`config.mk`:
```
export PLATFORM = sky130hd
export DESIGN_NAME = scancode_to_ascii_with_modifiers_unit
export DESIGN_NICKNAME = d
export VERILOG_FILES = /design/src/rtl/core/scasc_pkg.sv /design/src/rtl/core/scancode_to_ascii_with_modifiers_unit.sv
export SDC_FILE = /design/constraint.sdc
export NUM_CORES = 1
export LEC_CHECK = 0
export ABC_AREA = 1
export BUFFER_PORTS_ARGS = -buffer_cell sky130_fd_sc_hd__buf_4
export CORE_MARGIN = 3
export CORE_UTILIZATION = 37
export CTS_BUF_LIST = sky130_fd_sc_hd__clkbuf_8
export CTS_CLUSTER_DIAMETER = 50
export DETAILED_ROUTE_END_ITERATION = 10
export SLEW_MARGIN = 15
export SYNTH_ARGS = -nofsm -noshare
export SYNTH_HDL_FRONTEND = slang
export SYNTH_SLANG_ARGS = --single-unit
export TNS_END_PERCENT = 1
```
`constraint.sdc`:
```
create_clock -name clk -period 2.7 [get_ports clk]
set_input_delay 0.27 -clock clk [delete_from_list [all_inputs] [get_ports clk]]
set_output_delay 0.27 -clock clk [all_outputs]
set_load 0.02 [all_outputs]
```
`src/rtl/core/scasc_pkg.sv`:
```
package scasc_pkg;

	// scancodes with a special meaning
	localparam logic [7:0] SC_CAPS_LOCK     = 8'h3A;
	localparam logic [7:0] SC_LSHIFT_MAKE   = 8'h2A;
	localparam logic [7:0] SC_RSHIFT_MAKE   = 8'h36;
	localparam logic [7:0] SC_LSHIFT_BREAK  = 8'hAA;
	localparam logic [7:0] SC_RSHIFT_BREAK  = 8'hB6;

	// distance between upper and lower case letters
	localparam logic [6:0] CASE_OFFSET      = 7'd32;

	localparam logic [6:0] CH_LOWER_A       = 7'h61;
	localparam logic [6:0] CH_LOWER_Z       = 7'h7A;
	localparam logic [6:0] CH_UPPER_A       = 7'h41;
	localparam logic [6:0] CH_UPPER_Z       = 7'h5A;

	typedef logic [6:0] ascii_t;
	typedef logic [7:0] scan_t;

	// us layout, no modifier
	function automatic ascii_t plain_rom(input logic [6:0] idx);
		ascii_t ch;
		unique case (idx)
			7'h01: ch = 7'h1B;
			7'h02: ch = 7'h31; 7'h03: ch = 7'h32; 7'h04: ch = 7'h33; 7'h05: ch = 7'h34;
			7'h06: ch = 7'h35; 7'h07: ch = 7'h36; 7'h08: ch = 7'h37; 7'h09: ch = 7'h38;
			7'h0A: ch = 7'h39; 7'h0B: ch = 7'h30; 7'h0C: ch = 7'h2D; 7'h0D: ch = 7'h3D;
			7'h0E: ch = 7'h08; 7'h0F: ch = 7'h09;
			7'h10: ch = 7'h71; 7'h11: ch = 7'h77; 7'h12: ch = 7'h65; 7'h13: ch = 7'h72;
			7'h14: ch = 7'h74; 7'h15: ch = 7'h79; 7'h16: ch = 7'h75; 7'h17: ch = 7'h69;
			7'h18: ch = 7'h6F; 7'h19: ch = 7'h70; 7'h1A: ch = 7'h5B; 7'h1B: ch = 7'h5D;
			7'h1C: ch = 7'h0A; 7'h1E: ch = 7'h61; 7'h1F: ch = 7'h73;
			7'h20: ch = 7'h64; 7'h21: ch = 7'h66; 7'h22: ch = 7'h67; 7'h23: ch = 7'h68;
			7'h24: ch = 7'h6A; 7'h25: ch = 7'h6B; 7'h26: ch = 7'h6C; 7'h27: ch = 7'h3B;
			7'h28: ch = 7'h27; 7'h29: ch = 7'h60; 7'h2B: ch = 7'h5C;
			7'h2C: ch = 7'h7A; 7'h2D: ch = 7'h78; 7'h2E: ch = 7'h63; 7'h2F: ch = 7'h76;
			7'h30: ch = 7'h62; 7'h31: ch = 7'h6E; 7'h32: ch = 7'h6D; 7'h33: ch = 7'h2C;
			7'h34: ch = 7'h2E; 7'h35: ch = 7'h2F; 7'h37: ch = 7'h2A; 7'h39: ch = 7'h20;
			7'h4A: ch = 7'h2D; 7'h4E: ch = 7'h2B;
			default: ch = '0;
		endcase
		return ch;
	endfunction

	// us layout, shift held
	function automatic ascii_t shift_rom(input logic [6:0] idx);
		ascii_t ch;
		unique case (idx)
			7'h01: ch = 7'h1B;
			7'h02: ch = 7'h21; 7'h03: ch = 7'h40; 7'h04: ch = 7'h23; 7'h05: ch = 7'h24;
			7'h06: ch = 7'h25; 7'h07: ch = 7'h5E; 7'h08: ch = 7'h26; 7'h09: ch = 7'h2A;
			7'h0A: ch = 7'h28; 7'h0B: ch = 7'h29; 7'h0C: ch = 7'h5F; 7'h0D: ch = 7'h2B;
			7'h0E: ch = 7'h08; 7'h0F: ch = 7'h09;
			7'h10: ch = 7'h51; 7'h11: ch = 7'h57; 7'h12: ch = 7'h45; 7'h13: ch = 7'h52;
			7'h14: ch = 7'h54; 7'h15: ch = 7'h59; 7'h16: ch = 7'h55; 7'h17: ch = 7'h49;
			7'h18: ch = 7'h4F; 7'h19: ch = 7'h50; 7'h1A: ch = 7'h7B; 7'h1B: ch = 7'h7D;
			7'h1C: ch = 7'h0A; 7'h1E: ch = 7'h41; 7'h1F: ch = 7'h53;
			7'h20: ch = 7'h44; 7'h21: ch = 7'h46; 7'h22: ch = 7'h47; 7'h23: ch = 7'h48;
			7'h24: ch = 7'h4A; 7'h25: ch = 7'h4B; 7'h26: ch = 7'h4C; 7'h27: ch = 7'h3A;
			7'h28: ch = 7'h22; 7'h29: ch = 7'h7E; 7'h2B: ch = 7'h7C;
			7'h2C: ch = 7'h5A; 7'h2D: ch = 7'h58; 7'h2E: ch = 7'h43; 7'h2F: ch = 7'h56;
			7'h30: ch = 7'h42; 7'h31: ch = 7'h4E; 7'h32: ch = 7'h4D; 7'h33: ch = 7'h3C;
			7'h34: ch = 7'h3E; 7'h35: ch = 7'h3F; 7'h37: ch = 7'h2A; 7'h39: ch = 7'h20;
			7'h4A: ch = 7'h2D; 7'h4E: ch = 7'h2B;
			default: ch = '0;
		endcase
		return ch;
	endfunction

endpackage

```
`src/rtl/core/scancode_to_ascii_with_modifiers_unit.sv`:
```
// set-1 scancode to us ascii translator with shift and caps-lock tracking
//
// s_axis: one scancode byte per beat in tdata; bit 7 set marks a key release
// m_axis: one ascii character per beat in tdata[6:0], tdata[7] always zero
// codes that only change modifier state (caps lock, shift make and break),
// release codes and keys with no character give no output beat
//
// path: a character reaches m_axis by way of the input register and then
// the output register
// throughput: one scancode per cycle, limited only by the output register;
// the input register refills in the same cycle it hands its byte on
//
// when m_axis stalls the output register holds its beat, the input register
// keeps the next byte and s_axis_tready drops until the output frees up
//
// reset clears both pipeline valids and sets shift and caps lock to released
module scancode_to_ascii_with_modifiers_unit (
	input  logic                   clk,
	input  logic                   arst_n,
	input  logic                   s_axis_tvalid,
	output logic                   s_axis_tready,
	input  scasc_pkg::scan_t       s_axis_tdata,   // [7:0] scan_code
	output logic                   m_axis_tvalid,
	input  logic                   m_axis_tready,
	output logic [7:0]             m_axis_tdata    // [6:0] ascii_char, [7] zero
);

	import scasc_pkg::*;

	// input register
	logic   valid_s1;
	scan_t  code_s1;

	// output register
	logic   valid_s2;
	ascii_t char_s2;

	// modifier state
	logic   shift_q;
	logic   caps_q;

	logic   advance;
	logic   is_caps;
	logic   is_shift_make;
	logic   is_shift_break;
	logic   emit;
	ascii_t rom_char;
	ascii_t out_char;

	// the input register moves on whenever the output register is free or being drained
	assign advance       = valid_s1 && (!valid_s2 || m_axis_tready);
	assign s_axis_tready = !valid_s1 || advance;

	assign is_caps        = (code_s1 == SC_CAPS_LOCK);
	assign is_shift_make  = (code_s1 == SC_LSHIFT_MAKE) || (code_s1 == SC_RSHIFT_MAKE);
	assign is_shift_break = (code_s1 == SC_LSHIFT_BREAK) || (code_s1 == SC_RSHIFT_BREAK);

	always_comb begin
		rom_char = shift_q ? shift_rom(code_s1[6:0]) : plain_rom(code_s1[6:0]);
		out_char = rom_char;
		// caps lock flips letter case, back to lower when shift is also held
		if (caps_q && !shift_q && rom_char >= CH_LOWER_A && rom_char <= CH_LOWER_Z) begin
			out_char = rom_char - CASE_OFFSET;
		end else if (caps_q && shift_q && rom_char >= CH_UPPER_A
			&& rom_char <= CH_UPPER_Z) begin
			out_char = rom_char + CASE_OFFSET;
		end
		// modifier codes have no rom entry, release codes are filtered by bit 7
		emit = !code_s1[7] && (out_char != '0);
	end

	always_ff @(posedge clk or negedge arst_n) begin
		if (!arst_n) begin
			valid_s1 <= 1'b0;
		end else if (s_axis_tready) begin
			valid_s1 <= s_axis_tvalid;
		end
	end

	always_ff @(posedge clk) begin
		if (s_axis_tready && s_axis_tvalid) begin
			code_s1 <= s_axis_tdata;
		end
	end

	// modifier flags change as the byte leaves the input register, in stream order
	always_ff @(posedge clk or negedge arst_n) begin
		if (!arst_n) begin
			shift_q <= 1'b0;
			caps_q  <= 1'b0;
		end else if (advance) begin
			if (is_caps) begin
				caps_q <= !caps_q;
			end
			if (is_shift_make) begin
				shift_q <= 1'b1;
			end else if (is_shift_break) begin
				shift_q <= 1'b0;
			end
		end
	end

	always_ff @(posedge clk or negedge arst_n) begin
		if (!arst_n) begin
			valid_s2 <= 1'b0;
		end else if (advance) begin
			valid_s2 <= emit;
		end else if (m_axis_tready) begin
			valid_s2 <= 1'b0;
		end
	end

	always_ff @(posedge clk) begin
		if (advance && emit) begin
			char_s2 <= out_char;
		end
	end

	assign m_axis_tvalid = valid_s2;
	assign m_axis_tdata  = {1'b0, char_s2};

endmodule
```
# Yosys cells after proc, flatten, opt, wreduce, memory -nomap -nowiden
# Memories as Yosys holds them, arrays and structs flattened. A register that Yosys moved wholly into a read port is not among the register bits.
# Index checks and enable logic that the tools add are counted.
# word_totals
ff_bits,19
rom_bits,1792
input_bits,12
out_inout_bits,10
n_memories,2
# memory_table
name,words,word_bits,rd,rd_ports_with_merged_regs,wr,line,rtl
(no name shown),128,7,1,1,0,scasc_pkg.sv:49,unique case (idx)
(no name shown),128,7,1,1,0,scasc_pkg.sv:24,unique case (idx)
# classes
addsub,2
order_cmp,4
n_eq_ne,5
n_mux,9
n_reduce_logical,24
# op_table
cell,n
$mux 7,5
$eq 8x6->1 const B,3
$eq 8x8->1 const B,2
$ge 7x7->1 const B,2
$le 7x7->1 const B,2
$logic_and 1x1->1,10
$add 7x6->7 const B,1
$reduce_bool 7->1,1
$sub 7x6->7 const B,1
$logic_not 1->1,5
$logic_or 1x1->1,4
$mux 1,4
$reduce_and 2->1,2
$reduce_bool 2->1,2

# Longest topological paths before layout
# depth
ltp_word,9
ltp_mapped,17
ltp_nobuf,17

# Worst setup path before layout
# No wires, ideal clock.
# synth_path
path_kind,register to register
start,register shift_q
end,"register char_s2[0], enable pin"
setup_ps,319
arrival_time_ps,2044
setup_slack_ps,337
path_stages_with_launch,13
n_path_buf,1
synth_period_minus_slack_ps,2363
cell_sequence,dfrtp_1 buf_4 o21ai_0 inv_1 ha_1 or2_2 nand2_1 nand2_1 nand3_1 nand3_1 nand3_1 o21ai_1 inv_1
# synth_between
elab_chain_cells,9
word_cells_on_any_way,19
# synth_rtl
item,line,rtl
start: declaration,scancode_to_ascii_with_modifiers_unit.sv:39,logic shift_q;
start signal: assignment,scancode_to_ascii_with_modifiers_unit.sv:89,shift_q <= 1'b0;
start signal: assignment,scancode_to_ascii_with_modifiers_unit.sv:96,shift_q <= 1'b1;
start signal: assignment,scancode_to_ascii_with_modifiers_unit.sv:98,shift_q <= 1'b0;
$mux 7,scancode_to_ascii_with_modifiers_unit.sv:59,rom_char = shift_q ? shift_rom(code_s1[6:0]) : plain_rom(code_s1[6:0]);
$ge 7x7->1,scancode_to_ascii_with_modifiers_unit.sv:64,end else if (caps_q && shift_q && rom_char >= CH_UPPER_A
$logic_and 1x1->1,scancode_to_ascii_with_modifiers_unit.sv:64,
$logic_and 1x1->1,scancode_to_ascii_with_modifiers_unit.sv:65,&& rom_char <= CH_UPPER_Z) begin
$mux 7,scancode_to_ascii_with_modifiers_unit.sv:64,
$mux 7 (*),scancode_to_ascii_with_modifiers_unit.sv:62,if (caps_q && !shift_q && rom_char >= CH_LOWER_A && rom_char <= CH_LOWER_Z) begin
$reduce_bool 7->1 (*),scancode_to_ascii_with_modifiers_unit.sv:69,emit = !code_s1[7] && (out_char != '0);
$logic_and 1x1->1 (*),scancode_to_ascii_with_modifiers_unit.sv:69,
$logic_and 1x1->1 (*),scancode_to_ascii_with_modifiers_unit.sv:114,if (advance && emit) begin
end signal: assignment,scancode_to_ascii_with_modifiers_unit.sv:115,char_s2 <= out_char;
end: declaration,scancode_to_ascii_with_modifiers_unit.sv:36,ascii_t char_s2;
# Every way passes the cells marked *; elsewhere a longest branch is shown, timed or not.
# A chain may end at the register's enable or synchronous reset.

# Worst setup path after layout
# layout_path
start,register shift_q
end,"register char_s2[1], enable pin"
# The elaborated chain is that of the path after synthesis.

==> out/summary.md <==
The final count of hold timing violations is 0. The first-pass GRT wire length was 10800 microns; the number of buffer cells added on primary ports was 20. Max-cap violations in this run came to 0. TritonCTS built the clock tree. The buffer type at the clock tree root is sky130_fd_sc_hd__clkbuf_8. The analysis attributes to net switching a power of 0.735 mW. Data arrival at the endpoint of the critical path: 2.40 ns.

The multi-input combinational cells in the finished layout cover a total of 1530 sq um. The number of nets in the synthesized netlist is 421. The tools report the leakage power summed over all cells as 1.47 nW.

At the pin with the least slew margin, the transition time is 0.636 ns. The number of warnings reported in the yosys synthesis log was 0; the number of H-tree levels was 2. The detailed router finished its first iteration with 134 violations. The buffer depth of the longest clock path came out at 2.

Worst min-delay path class: in2reg. Counting both buffers and inverters, the worst setup path holds a total of 2. Synthesis inferred 33 register bits.

The synthesis-to-finish area growth is 12.2%. Summed over all instances, the cell type with the most area after synthesis is sky130_fd_sc_hd__nand2_1. The portion of the post-synthesis area used by sequential elements was 31.4%; the total wirelength of the detailed-routed design was 6280 microns.

The power density over the cells was 604 nW/um^2. Leaving out fill and tap cells, the most frequent cells in the layout are sky130_fd_sc_hd__nand2_1 (145), sky130_fd_sc_hd__inv_1 (47), sky130_fd_sc_hd__nand3_1 (33). The run gives 57.6% as the worst max-slew margin expressed relative to the limit.

The total via count in the routed design was 2541. Net switching is 41.1% of the power. Across the VDD grid, the largest voltage drop is 0.226 mV. The fmax is 411 MHz, and the number of clock sinks is 33.

The final critical path takes up 90.1% of the cycle. The signal on the critical path passes through inv_2, o21ai_0, ha_1, or2_2, nand2_1, nand2_1, nand3_1, nand3_1, nand3_1, o21ai_1, inv_1. Grouping stages by cell kind, the critical path spends the most delay in simple AND/OR/NAND/NOR gates. Across the whole layout, storage elements account for 832 sq um. The worst register-to-register path has a setup slack of 0.27 ns. Post-placement setup slack: 0.213 ns.

Leaving out fill and tap cells, the most frequent cell in the layout is sky130_fd_sc_hd__nand2_1. The setup slack after layout is 0.266 ns. Counting the fill cells in the layout gives 758. DRC violations left: 0. The netlist uses 38 different library cells. The run finished with clean final reports. The most numerous cell type found on the critical path is sky130_fd_sc_hd__nand3_1. Setup repair after global routing left no endpoint under its margin. The run gives 0 as the number of pins with negative max-slew slack in the final report. The number of antenna repair diodes came out at 0. The slowest stage of the critical path belongs to the cell sky130_fd_sc_hd__dfrtp_2. The count of antenna-violating nets left after detailed routing is 0. The count of standard-cell rows came out at 30. Wire segments on met2 add up to 2930 microns in the final route.

The worst-path maximum fanout was 10; the sequential cell fraction of total power was 36.4%. The floorplan step set the die height to 90.5 microns. Summed over all nets, the half-perimeter wirelength after detailed placement is 4910 microns. Dividing the synthesized area by the synthesized cell count gives 6.67 sq um. After detailed routing, no signal wire sits above met4. For the final layout net count, the log shows 445.

The number of placed instances, taps included, is 508. The starting utilization of the core area came out at 38.5%. After floorplanning, the core was sized to cover 6870 sq um. The die is 90.5 microns wide. The largest single stage delay on the critical path is 0.46 ns.

After synthesis, the largest area contributor takes up 20.6% of total cell area. The share of total power in combinational logic is 44.5%, and the setup skew after layout is 0.0153 ns. The tools report the kind of start point of the critical path as a register.

The later pin in the worst-skew pair is clocked with a latency of 0.28 ns. The kind of end point of the critical path was a register. The data required time at the worst endpoint is 2.66 ns, and the gate count of the mapped netlist is 396. After synthesis the cells add up to 2640 sq um. The number of buffers created by CTS is 5. The die covers 8190 sq um. The routed length per instance was 12.1 microns; the count of buffers added by post-CTS timing repair for setup was 0.

Summed over all nets, wire length on met3 after detailed routing comes to 298 microns. The clock input transition at the sequential cells of the worst setup and hold paths was 0.07 ns. The logs give 0 for the total grt overflow and 0 ns for the final setup TNS. The cell-internal power is 1.05 mW, and the maximum number of pins on one net before global-route repair is 25.

In the final layout, the share of cells above drive strength 1 is 14.0%. Via count of the first global-routing pass: 2341. Once layout is complete, the utilization of the core stands at 43.2%.

After layout, the minimum clock period comes to 2.43 ns. The number of antenna violations at the first check in global routing is 0. By area the synthesized netlist is led by sky130_fd_sc_hd__nand2_1 (21%), sky130_fd_sc_hd__edfxtp_1 (17%), sky130_fd_sc_hd__dfxtp_1 (11%), sky130_fd_sc_hd__inv_1 (6.4%), sky130_fd_sc_hd__nand3_1 (6.3%).

In the final routing, the length of wire on met1 measures 2980 microns. The tools report the number of ports placed on the die boundary as 22. Global routing used 15.8% of the available tracks. The clock network is responsible for 19.1% of the overall power.

The run gives 0.886 as the final weighted congestion of routability-driven global placement. For this run, the detailed router's first-pass iteration total came to 4. Setup violations remaining at the end of the flow were counted as 0.

Using the TritonRoute via totals, the vias-per-cell ratio works out to 4.91. The final cell count without fillers came out at 517. The worst setup path is of the reg2reg kind.
## worst register-to-register path, delay by kind of cell (launching register included)
kind                       cells  cell delay (ns)
buffers and inverters          2             0.37
AOI/OAI and AO/OA              2             0.25
and+or+nand+nor                6             0.74
DFF                            1             0.46
adders and majority gates      1             0.29
## cell families (layout without fill, tap and decap cells)
logic type               Yosys count  after routing  share of synthesized area [%]
XOR/XNOR                           1              1                          0.331
adder cells (fa/ha/maj)           13             13                           6.16
AO/OA/AOI/OAI                     69             69                           15.7
buffers and inverters             61             86                           10.8
other                              1              1                          0.142
flip-flops                        33             33                           31.4
AND/OR/NAND/NOR                  218            218                           35.4
## cell usage after synthesis
cell type	number
sky130_fd_sc_hd__o21ai_4	1
sky130_fd_sc_hd__nand2_4	2
sky130_fd_sc_hd__nand2_1	145
sky130_fd_sc_hd__nand4_1	2
sky130_fd_sc_hd__buf_8	1
sky130_fd_sc_hd__inv_4	1
sky130_fd_sc_hd__a22oi_1	1
sky130_fd_sc_hd__o21ai_2	5
sky130_fd_sc_hd__dfxtp_1	14
sky130_fd_sc_hd__nand3_1	33
sky130_fd_sc_hd__edfxtp_1	15
sky130_fd_sc_hd__a21oi_2	2
sky130_fd_sc_hd__or2_2	1
sky130_fd_sc_hd__nor2_2	4
sky130_fd_sc_hd__nor3_1	1
sky130_fd_sc_hd__nand2_2	3
sky130_fd_sc_hd__conb_1	1
sky130_fd_sc_hd__inv_1	45
sky130_fd_sc_hd__dfrtp_1	4
sky130_fd_sc_hd__o21ai_0	24
sky130_fd_sc_hd__a21boi_1	1
sky130_fd_sc_hd__o21ai_1	10
sky130_fd_sc_hd__a211oi_1	1
sky130_fd_sc_hd__buf_6	4
sky130_fd_sc_hd__nor2_4	1
sky130_fd_sc_hd__ha_1	13
sky130_fd_sc_hd__nand3b_1	2
sky130_fd_sc_hd__nand3_2	1
sky130_fd_sc_hd__nor3_4	1
sky130_fd_sc_hd__xor2_1	1
sky130_fd_sc_hd__clkbuf_1	2
sky130_fd_sc_hd__o21bai_1	1
sky130_fd_sc_hd__buf_4	3
sky130_fd_sc_hd__o211ai_1	9
sky130_fd_sc_hd__inv_2	3
sky130_fd_sc_hd__buf_2	2
sky130_fd_sc_hd__nor2_1	22
sky130_fd_sc_hd__a21oi_1	14
## power by group through the flow
stage	Clock (mW)	Sequential, mW	Combinational (mW)
after floorplan	0	0.675	0.584
after global placement	0	0.661	0.790
after detailed placement	0	0.662	0.786
after CTS	0.355	0.651	0.791
after global routing	0.372	0.662	0.907
final	0.343	0.651	0.795
## layer usage
layer  track usage, %  vias to the layer above
met5                0                        -
met4             5.23                        0
met3             3.25                        7
met2             25.8                       75
met1             20.8                     1138
li1                 -                     1321
## final cells by class
| type | count | share of cell area, % |
|---|---|---|
| multi-input cells | 302 | 51.5 |
| flip-flops and latches | 33 | 28.1 |
| repair buffers | 29 | 7.43 |
| inverters | 49 | 6.29 |
| well taps | 96 | 4.05 |
| clock buffers | 5 | 2.32 |
| clock inverters | 3 | 0.380 |
## through the flow
| step | hold slack (ns) | area [sq um] | total power, mW |
|---|---|---|---|
| 2_1_floorplan | -0.0256 | 2640 | 1.26 |
| 3_3_place_gp | 0.0714 | 2870 | 1.45 |
| 3_5_place_dp | 0.0714 | 2870 | 1.45 |
| 4_1_cts | 0.154 | 2960 | 1.80 |
| 5_1_grt | 0.155 | 2960 | 1.94 |
| 6_report | 0.163 | 2960 | 1.79 |
## worst paths after layout
path | from | end | cells past startpoint
hold / removal | s_axis_tdata[7] | code_s1[7]$_DFFE_PP_ | 1
setup reg to reg | shift_q$_DFFE_PN0P_ | char_s2[1]$_DFFE_PP_ | 11
setup / recovery | shift_q$_DFFE_PN0P_ | char_s2[1]$_DFFE_PP_ | 11
hold reg to reg | code_s1[7]$_DFFE_PP_ | shift_q$_DFFE_PN0P_ | 1
min in group asynchronous | arst_n | m_axis_tvalid$_DFFE_PN0P_ | 2
max in group asynchronous | arst_n | shift_q$_DFFE_PN0P_ | 2
## timing repair
item	CTS	global route
endpoints found under the setup margin	0	7
hold endpoints to repair	4	0
hold buffers	1	0
resized for setup	0	1
Note: power is estimated with default switching activity, not from simulation.
